--- src/cic_delay.sv ---
// delay line carrying a valid bit and a sideband word alongside the arithmetic units
module cic_delay #(
    parameter int WIDTH = 8,
    parameter int DEPTH = 2
) (
    input  logic             aclk,
    input  logic             aresetn,
    input  logic             en,
    input  logic             in_valid,
    input  logic [WIDTH-1:0] in_data,
    output logic             out_valid,
    output logic [WIDTH-1:0] out_data
);

    logic [DEPTH-1:0] vld_reg;
    logic [WIDTH-1:0] dat_reg [DEPTH];

    always_ff @(posedge aclk) begin
        if (!aresetn) begin
            vld_reg <= '0;
        end else if (en) begin
            vld_reg[0] <= in_valid;
            for (int i = 1; i < DEPTH; i++) begin
                vld_reg[i] <= vld_reg[i-1];
            end
        end
    end

    always_ff @(posedge aclk) begin
        if (en) begin
            dat_reg[0] <= in_data;
            for (int i = 1; i < DEPTH; i++) begin
                dat_reg[i] <= dat_reg[i-1];
            end
        end
    end

    assign out_valid = vld_reg[DEPTH-1];
    assign out_data  = dat_reg[DEPTH-1];

endmodule

--- config.mk ---
export PLATFORM = sky130hd
export DESIGN_NAME = cic_delay
export DESIGN_NICKNAME = d
export VERILOG_FILES = /design/src/cic_delay.sv
export SDC_FILE = /design/constraint.sdc
export NUM_CORES = 1
export LEC_CHECK = 0
export BUFFER_PORTS_ARGS = -buffer_cell sky130_fd_sc_hd__buf_2
export CORE_AREA = 5 5 45 47
export CTS_BUF_LIST = sky130_fd_sc_hd__clkbuf_16
export CTS_CLUSTER_SIZE = 12
export DETAILED_ROUTE_END_ITERATION = 7
export DIE_AREA = 0 0 50 52
export PLACE_DENSITY = 0.66
export SLEW_MARGIN = 20
export SYNTH_ARGS = -nofsm -noshare
export SYNTH_HDL_FRONTEND = slang
export SYNTH_SLANG_ARGS = --single-unit
--- constraint.sdc ---
create_clock -name aclk -period 0.8 [get_ports aclk]
set_clock_uncertainty 0.2 [all_clocks]
set_input_delay 0.16 -clock aclk [delete_from_list [all_inputs] [get_ports aclk]]
set_output_delay 0.16 -clock aclk [all_outputs]
set_load 0.005 [all_outputs]
==> impl_results.md, run 1 <==
- Setup CP Type: register to output port
- Pin count of the biggest net entering global routing: 13
- Pwr per Cell Area: 2780 mW/mm^2
- Max VDD drop: 1.20 mV
- WL final: 822 um
- Postcts setup bufs: 0
- DR pass1 iterations: 2
- RSZ-0062 raised after global routing: yes
- Sequential-to-total area share from yosys stat: 84.9%
- First-pass GRT wire length: 1240 um
- Synth top cells by count: edfxtp_1, buf_4, dfxtp_1, mux2i_1, nor2b_1
- Grt ovf: 0
- Hold wc startpoint: in_data[6]
- Status: finished, violations left
- Worst r2r src: dat_reg[0][7]
- Final hold vios: 10
- Port-buffer cells: 20
- Die X: 50 um
- Mean post-synth cell area: 20.4 um^2
- Worst path required time: 0.44 ns
- Synth Area in XOR/XNOR: 0%
- Slew of the pin with the lowest slew margin: 0.118 ns
- Share of the synthesized area in the top cell type: 78.4%
- Metal-1 WL: 272 um
- Drt wl/cell: 12.6 um
- Post-synth EDFFs: 16
- Register area: 522 um^2
- Max FFs per register: 16
- Static Leakage: 0.325 nW
- Worst Setup End Kind: output port
- Cell area after placement: 702 um^2
- FF-to-FF End: dat_reg[0][15]
- Post-Syn Nets: 42
- Final Setup Violations: 17
- Synth Area in Simple Gates: 2.04%
- Highest routed metal layer: met3
- Die H: 52 um
- Worst setup margin: -0.286 ns
- Vias per cell: 4.35
- Complex-gate fraction of the synthesized area: 0%
- Die area: 0.00260 mm^2
- Nets: 61
- Cell taking the most area after synthesis: edfxtp_1
- Hold WC Path Type: input port to register
- Critical Path Source Type: register
- Final Cell Area: 782 um^2
- Antenna diode count: 0
- Fill cells: 141
- Detailed-route via count: 283
- Share of cells above drive strength 1: 54.2%
- Metal3 WL: 92 um
- Clock-pin slew on the worst setup and hold paths: 0.05 ns
- Failing checks: hold timing, setup timing
- Most used flip-flop cell after synthesis: edfxtp_1
- CORE AREA: 0.00161 mm^2
- Largest family of logic cells by synthesized area: buffers and inverters
- Largest fanout on the critical path: 1
- Final Cycle Share: 136%
- Post-synthesis adder-cell area fraction: 0%
- Slowest stage delay, CP: 0.35 ns
- Max Cap Viol: 0
- Yosys warning count: 0
- Via count of the first global-routing pass: 295
- Root Buffer Master: clkbuf_16
- Initial Utilization: 38.0%
- Crit-path cells: buf_2
- Top delay family on crit path: flip-flops
- All-Layer GR Usage: 6.76%
- Syn Inst Count: 30
- Antenna violations before repair: 0
- Max Buffers Root-to-Sink: 2
- IO Count: 21
- Crit path max-delay cell type: edfxtp_1
- Cell depth of the worst flop-to-flop path: 0
- Most common cell in the netlist: edfxtp_1
- CTS tree: built
- WL met2: 457 um
- Clk sinks: 18
- Area of the multi-input gates: 32.5 um^2
- Achievable frequency: 921 MHz
- Mapped Area: 613 um^2
- Post-synthesis mux area share: 3.27%
- Reg2reg setup slack: -0.02 ns
- Distinct cells, synth: 5
- Synth async-reset ratio: 0%
- Worst Path Arrival: 0.73 ns
- Hold Crit Depth: 1
- Post-route antenna net violation count: 0
- Pins Over Slew Limit: 0
- Setup Slack @ Placement: -0.158 ns
- Slew headroom: 91.9%
- Final Critical Period: 1.09 ns
- Cts bufs inserted: 3
- Htree depth: 1
- Clk Latency, worst-skew pair: 0.24 ns
- FF+latch count, synth: 18
- Design Power: 2.18 mW
- Worst path bufs/invs: 1
- 1st-iter DRT viols: 2
- Hold slack: -0.111 ns
- Synth-to-Final Area Change: 27.6%
- DRC viols: 0
- Post-layout util: 48.4%
- Site Rows: 15
- Routability Congestion: 0.641
- Hold EP: dat_reg[0][6]
- Top area cells in the synthesized netlist: edfxtp_1, buf_4, dfxtp_1
cell families after synthesis:
kind of cell	after synthesis
flip-flops	18
buffers and inverters	8
multiplexers	2
AND/OR/NAND/NOR	2
cells in the final DEF (no fill, tap or decap):
| cell | synthesis | layout |
|---|---|---|
| buf_2 | 0 | 20 |
| buf_12 | 0 | 1 |
| dfxtp_1 | 2 | 1 |
| nor2b_1 | 2 | 2 |
| clkbuf_16 | 0 | 3 |
| mux2i_1 | 2 | 2 |
| buf_4 | 8 | 1 |
| inv_1 | 0 | 1 |
| dfxtp_2 | 0 | 1 |
| edfxtp_1 | 16 | 16 |
per-layer routing:
layer  vias to the layer above  global-route usage, %
met5                         -                      0
li1                        136                      -
met4                         0                   6.55
met3                         0                   3.15
met2                        12                   10.5
met1                       135                   6.43
repair_timing:
action,in CTS,in global routing
gates resized for setup,1,0
gates cloned,0,0
pin swaps,0,0
hold endpoints to repair,10,10
endpoints found under the setup margin,17,18
how the worst max path moves through the flow:
stage / startpoint / end / slack [ns] / cells after the start
after floorplan: dat_reg[0][8] / out_data[0] / -0.03 / 1
after global placement: en / dat_reg[0][14] / -0.15 / 2
after detailed placement: en / dat_reg[0][14] / -0.16 / 2
after CTS: dat_reg[0][8] / out_data[0] / -0.30 / 1
after global routing: dat_reg[0][11] / out_data[3] / -0.33 / 1
final: dat_reg[0][8] / out_data[0] / -0.29 / 1
report_power, final:
part / total, mW / switching [mW] / internal (mW)
sequential: 1.12 / 0.0144 / 1.10
combinational: 0.0991 / 0.0431 / 0.0560
clock: 0.961 / 0.300 / 0.662
total: 2.18 / 0.357 / 1.82
metrics by stage:
step | cells | TNS [ns] | hold slack [ns]
2_1_floorplan | 30 | -0.217 | 0.0589
3_3_place_gp | 61 | -2.70 | 0.138
3_5_place_dp | 61 | -2.93 | 0.138
4_1_cts | 65 | -2.66 | -0.113
5_1_grt | 65 | -2.98 | -0.114
6_report | 65 | -2.54 | -0.111
layout make-up:
class | instances | area share [%]
Sequential cell | 18 | 66.7
Timing Repair Buffer | 22 | 16.3
Clock buffer | 3 | 9.60
Multi-Input combinational cell | 4 | 4.16
Tap cell | 17 | 2.72
Clock inverter | 1 | 0.480
Power figures use the tool's default switching activity.
==> run 2, diff against run 1 <==
==> config.mk (replaced) <==
export PLATFORM = sky130hd
export DESIGN_NAME = cic_delay
export DESIGN_NICKNAME = d
export VERILOG_FILES = /design/src/cic_delay.sv
export SDC_FILE = /design/constraint.sdc
export NUM_CORES = 1
export LEC_CHECK = 0
export BUFFER_PORTS_ARGS = -buffer_cell sky130_fd_sc_hd__clkbuf_2
export CELL_PAD_IN_SITES_DETAIL_PLACEMENT = 0
export CELL_PAD_IN_SITES_GLOBAL_PLACEMENT = 1
export CORE_AREA = 5 5 49 51
export CTS_BUF_LIST = sky130_fd_sc_hd__clkbuf_16
export CTS_CLUSTER_SIZE = 12
export DETAILED_ROUTE_END_ITERATION = 7
export DIE_AREA = 0 0 54 56
export PLACE_DENSITY = 0.65
export SLEW_MARGIN = 20
export SYNTH_ARGS = -nofsm -noshare
export SYNTH_HDL_FRONTEND = slang
export SYNTH_SLANG_ARGS = --single-unit
==> impl_results.md, run 2 (same netlist as run 1, synthesis figures left out) <==
- Status: finished, violations left
- Failing checks: hold timing, setup timing
- Static Leakage: 0.320 nW (-1.5%)
- Clk network pwr share: 43.9% (-0.3 points)
- Cell depth of the worst flop-to-flop path: 0 (unchanged)
- Register area: 523 um^2 (+0.24%)
- Final Non-Filler Cells: 74 (+14%)
- Initial Utilization: 32.2% (-5.7 points)
- Crit path max-delay cell type: edfxtp_1
- Final Critical Period: 1.08 ns (-0.00448 ns)
- Htree depth: 1 (unchanged)
- Comb pwr share: 4.3% (-0.3 points)
- Root Buffer Master: clkbuf_16
- Die area: 0.00302 mm^2 (+16%)
- Total Neg Setup Slack: -2.45 ns (+0.0930 ns)
- Critical Path Source Type: register
- Hold WC Path Type: input port to register
- Slowest stage delay, CP: 0.36 ns (about the same)
- Nets: 60 (-1.6%)
- Pwr per Cell Area: 2730 mW/mm^2 (-1.7%)
- Max Cap Viol: 0 (unchanged)
- Via count of the first global-routing pass: 272 (-7.8%)
- Drt wl/cell: 9.68 um (-23%)
- Commonest cells after routing, fill and taps aside: clkbuf_2, edfxtp_1, clkbuf_16
- Final Setup Violations: 17 (unchanged)
- Placed cell count: 70 (+15%)
- CTS tree: built
- P_int: 1.82 mW (-0.17%)
- Sequential share of power: 51.8% (+0.5 points)
- Reg2reg setup slack: -0.02 ns (about the same)
- Grt ovf: 0 (unchanged)
- Pin count of the biggest net entering global routing: 19 (+6)
- Die H: 56 um (+7.7%)
- Switching share of power: 15.8% (-0.63 points)
- First-pass GRT wire length: 1130 um (-8.9%)
- Setup Slack @ Placement: -0.191 ns (-0.0330 ns)
- Port-buffer cells: 20 (unchanged)
- Design Power: 2.16 mW (-0.91%)
- Largest fanout on the critical path: 1 (unchanged)
- IO Count: 21 (unchanged)
- CORE AREA: 0.00190 mm^2 (+18%)
- Hold slack: -0.106 ns (+0.00457 ns)
- Worst r2r src: dat_reg[0][2]
- DRC viols: 0 (unchanged)
- Slew of the pin with the lowest slew margin: 0.121 ns (+0.00302 ns)
- Die X: 54 um (+8.0%)
- Cts bufs inserted: 3 (unchanged)
- Routability Congestion: 0.582 (-9.2%)
- Setup CP Type: register to output port
- FF-to-FF End: dat_reg[0][10]
- Met3 Use GR: 2.68% (-0.47 points)
- All-Layer GR Usage: 5.14% (-1.6 points)
- Hold EP: dat_reg[0][0]
- Share of cells above drive strength 1: 55.3% (+1.2 points)
- Synth-to-Final Area Change: 28.6%
- Hold wc startpoint: in_data[0]
- Worst path required time: 0.44 ns (about the same)
- Clock-pin slew on the worst setup and hold paths: 0.05 ns (about the same)
- Top delay family on crit path: flip-flops
- Max VDD drop: 1.19 mV (-0.41%)
- Busiest grt layer: met2
- Hold Crit Depth: 1 (unchanged)
- Worst path bufs/invs: 1 (unchanged)
- Fill cells: 175 (+24%)
- Final hold vios: 10 (unchanged)
- Max Buffers Root-to-Sink: 2 (unchanged)
- Worst Path Arrival: 0.72 ns (about the same)
- M1 GR Usage: 6.31% (-0.12 points)
- Final Cycle Share: 135% (-0.56 points)
- Detailed-route via count: 261 (-7.8%)
- Worst setup margin: -0.282 ns (+0.00448 ns)
- Max FFs per register: 16 (unchanged)
- Antenna diode count: 0 (unchanged)
- Clk Latency, worst-skew pair: 0.24 ns (about the same)
- Postcts setup bufs: 0 (unchanged)
- Post-route antenna net violation count: 0 (unchanged)
- Worst Setup End Kind: output port
- WL final: 716 um (-13%)
- Site Rows: 16 (+1)
- Antenna violations before repair: 0 (unchanged)
- 1st-iter DRT viols: 0 (-2)
- Pins Over Slew Limit: 0 (unchanged)
- Global routing met2 resource utilization: 6.92% (-3.5 points)
- DR pass1 iterations: 1 (-1)
- Vias per cell: 3.53 (-19%)
- Slew headroom: 91.7% (-0.21 points)
- Achievable frequency: 924 MHz (+0.41%)
- P_sw: 0.340 mW (-4.7%)
- Most common cell after layout, fill and taps aside: clkbuf_2
- Crit-path cells: clkbuf_2
- Clk sinks: 18 (unchanged)
- Area of the multi-input gates: 32.5 um^2 (unchanged)
- RSZ-0062 raised after global routing: yes
==> run 2: cell count changes in the layout (fill, tap and decap cells not counted) <==
cell      before  now
buf_2         20    0
clkbuf_2       0   20
buf_4          1    0
clkinv_1       0    1
dfxtp_1        1    0
dfxtp_2        1    2
inv_1          1    0
==> run 2: what timing repair did <==
action	CTS	global route
gates resized for setup	1	1
endpoints found under the hold margin	10	10
endpoints found under the setup margin	17	19
==> run 2: worst max-delay path by stage <==
stage          slack, ns  cells past startpoint           to            from
6_report           -0.28                      1  out_data[2]  dat_reg[0][10]
2_1_floorplan      -0.03                      1  out_data[0]   dat_reg[0][8]
3_5_place_dp       -0.19                      4   vld_reg[1]              en
3_3_place_gp       -0.18                      4   vld_reg[1]              en
4_1_cts            -0.30                      1  out_data[2]  dat_reg[0][10]
5_1_grt            -0.32                      1  out_data[2]  dat_reg[0][10]
==> run 2: metrics by stage <==
| stage | cell area [um^2] | util [%] |
|---|---|---|
| 3_3_place_gp | 707 | 37.2 |
| 6_report | 788 | 41.4 |
| 4_1_cts | 787 | 41.4 |
| 2_1_floorplan | 613 | - |
| 3_5_place_dp | 707 | 37.2 |
| 5_1_grt | 788 | 41.4 |
==> run 2: cell type report <==
| class | instances | share of cell area, % |
|---|---|---|
| Tap cell | 27 | 4.29 |
| Sequential cell | 18 | 66.3 |
| Multi-Input combinational cell | 4 | 4.13 |
| Clock buffer | 3 | 9.52 |
| Clock inverter | 1 | 0.476 |
| Timing Repair Buffer | 21 | 15.2 |
==> run 2: power by group through the flow <==
stage	Combinational, mW	Sequential (mW)	Clock [mW]
after detailed placement	0.0950	1.14	0
final	0.0926	1.12	0.946
after CTS	0.0951	1.12	0.972
after floorplan	0.0487	1.13	0
after global routing	0.103	1.12	1.01
after global placement	0.0936	1.13	0
==> run 2: metal layers <==
layer / routed length (um) / share of wire [%] / vias to the layer above
li1: - / - / 135
met1: 311 / 43 / 111
met2: 298 / 42 / 15
met3: 106 / 15 / 0
met4: 0 / 0 / 0
met5: 0 / 0 / -
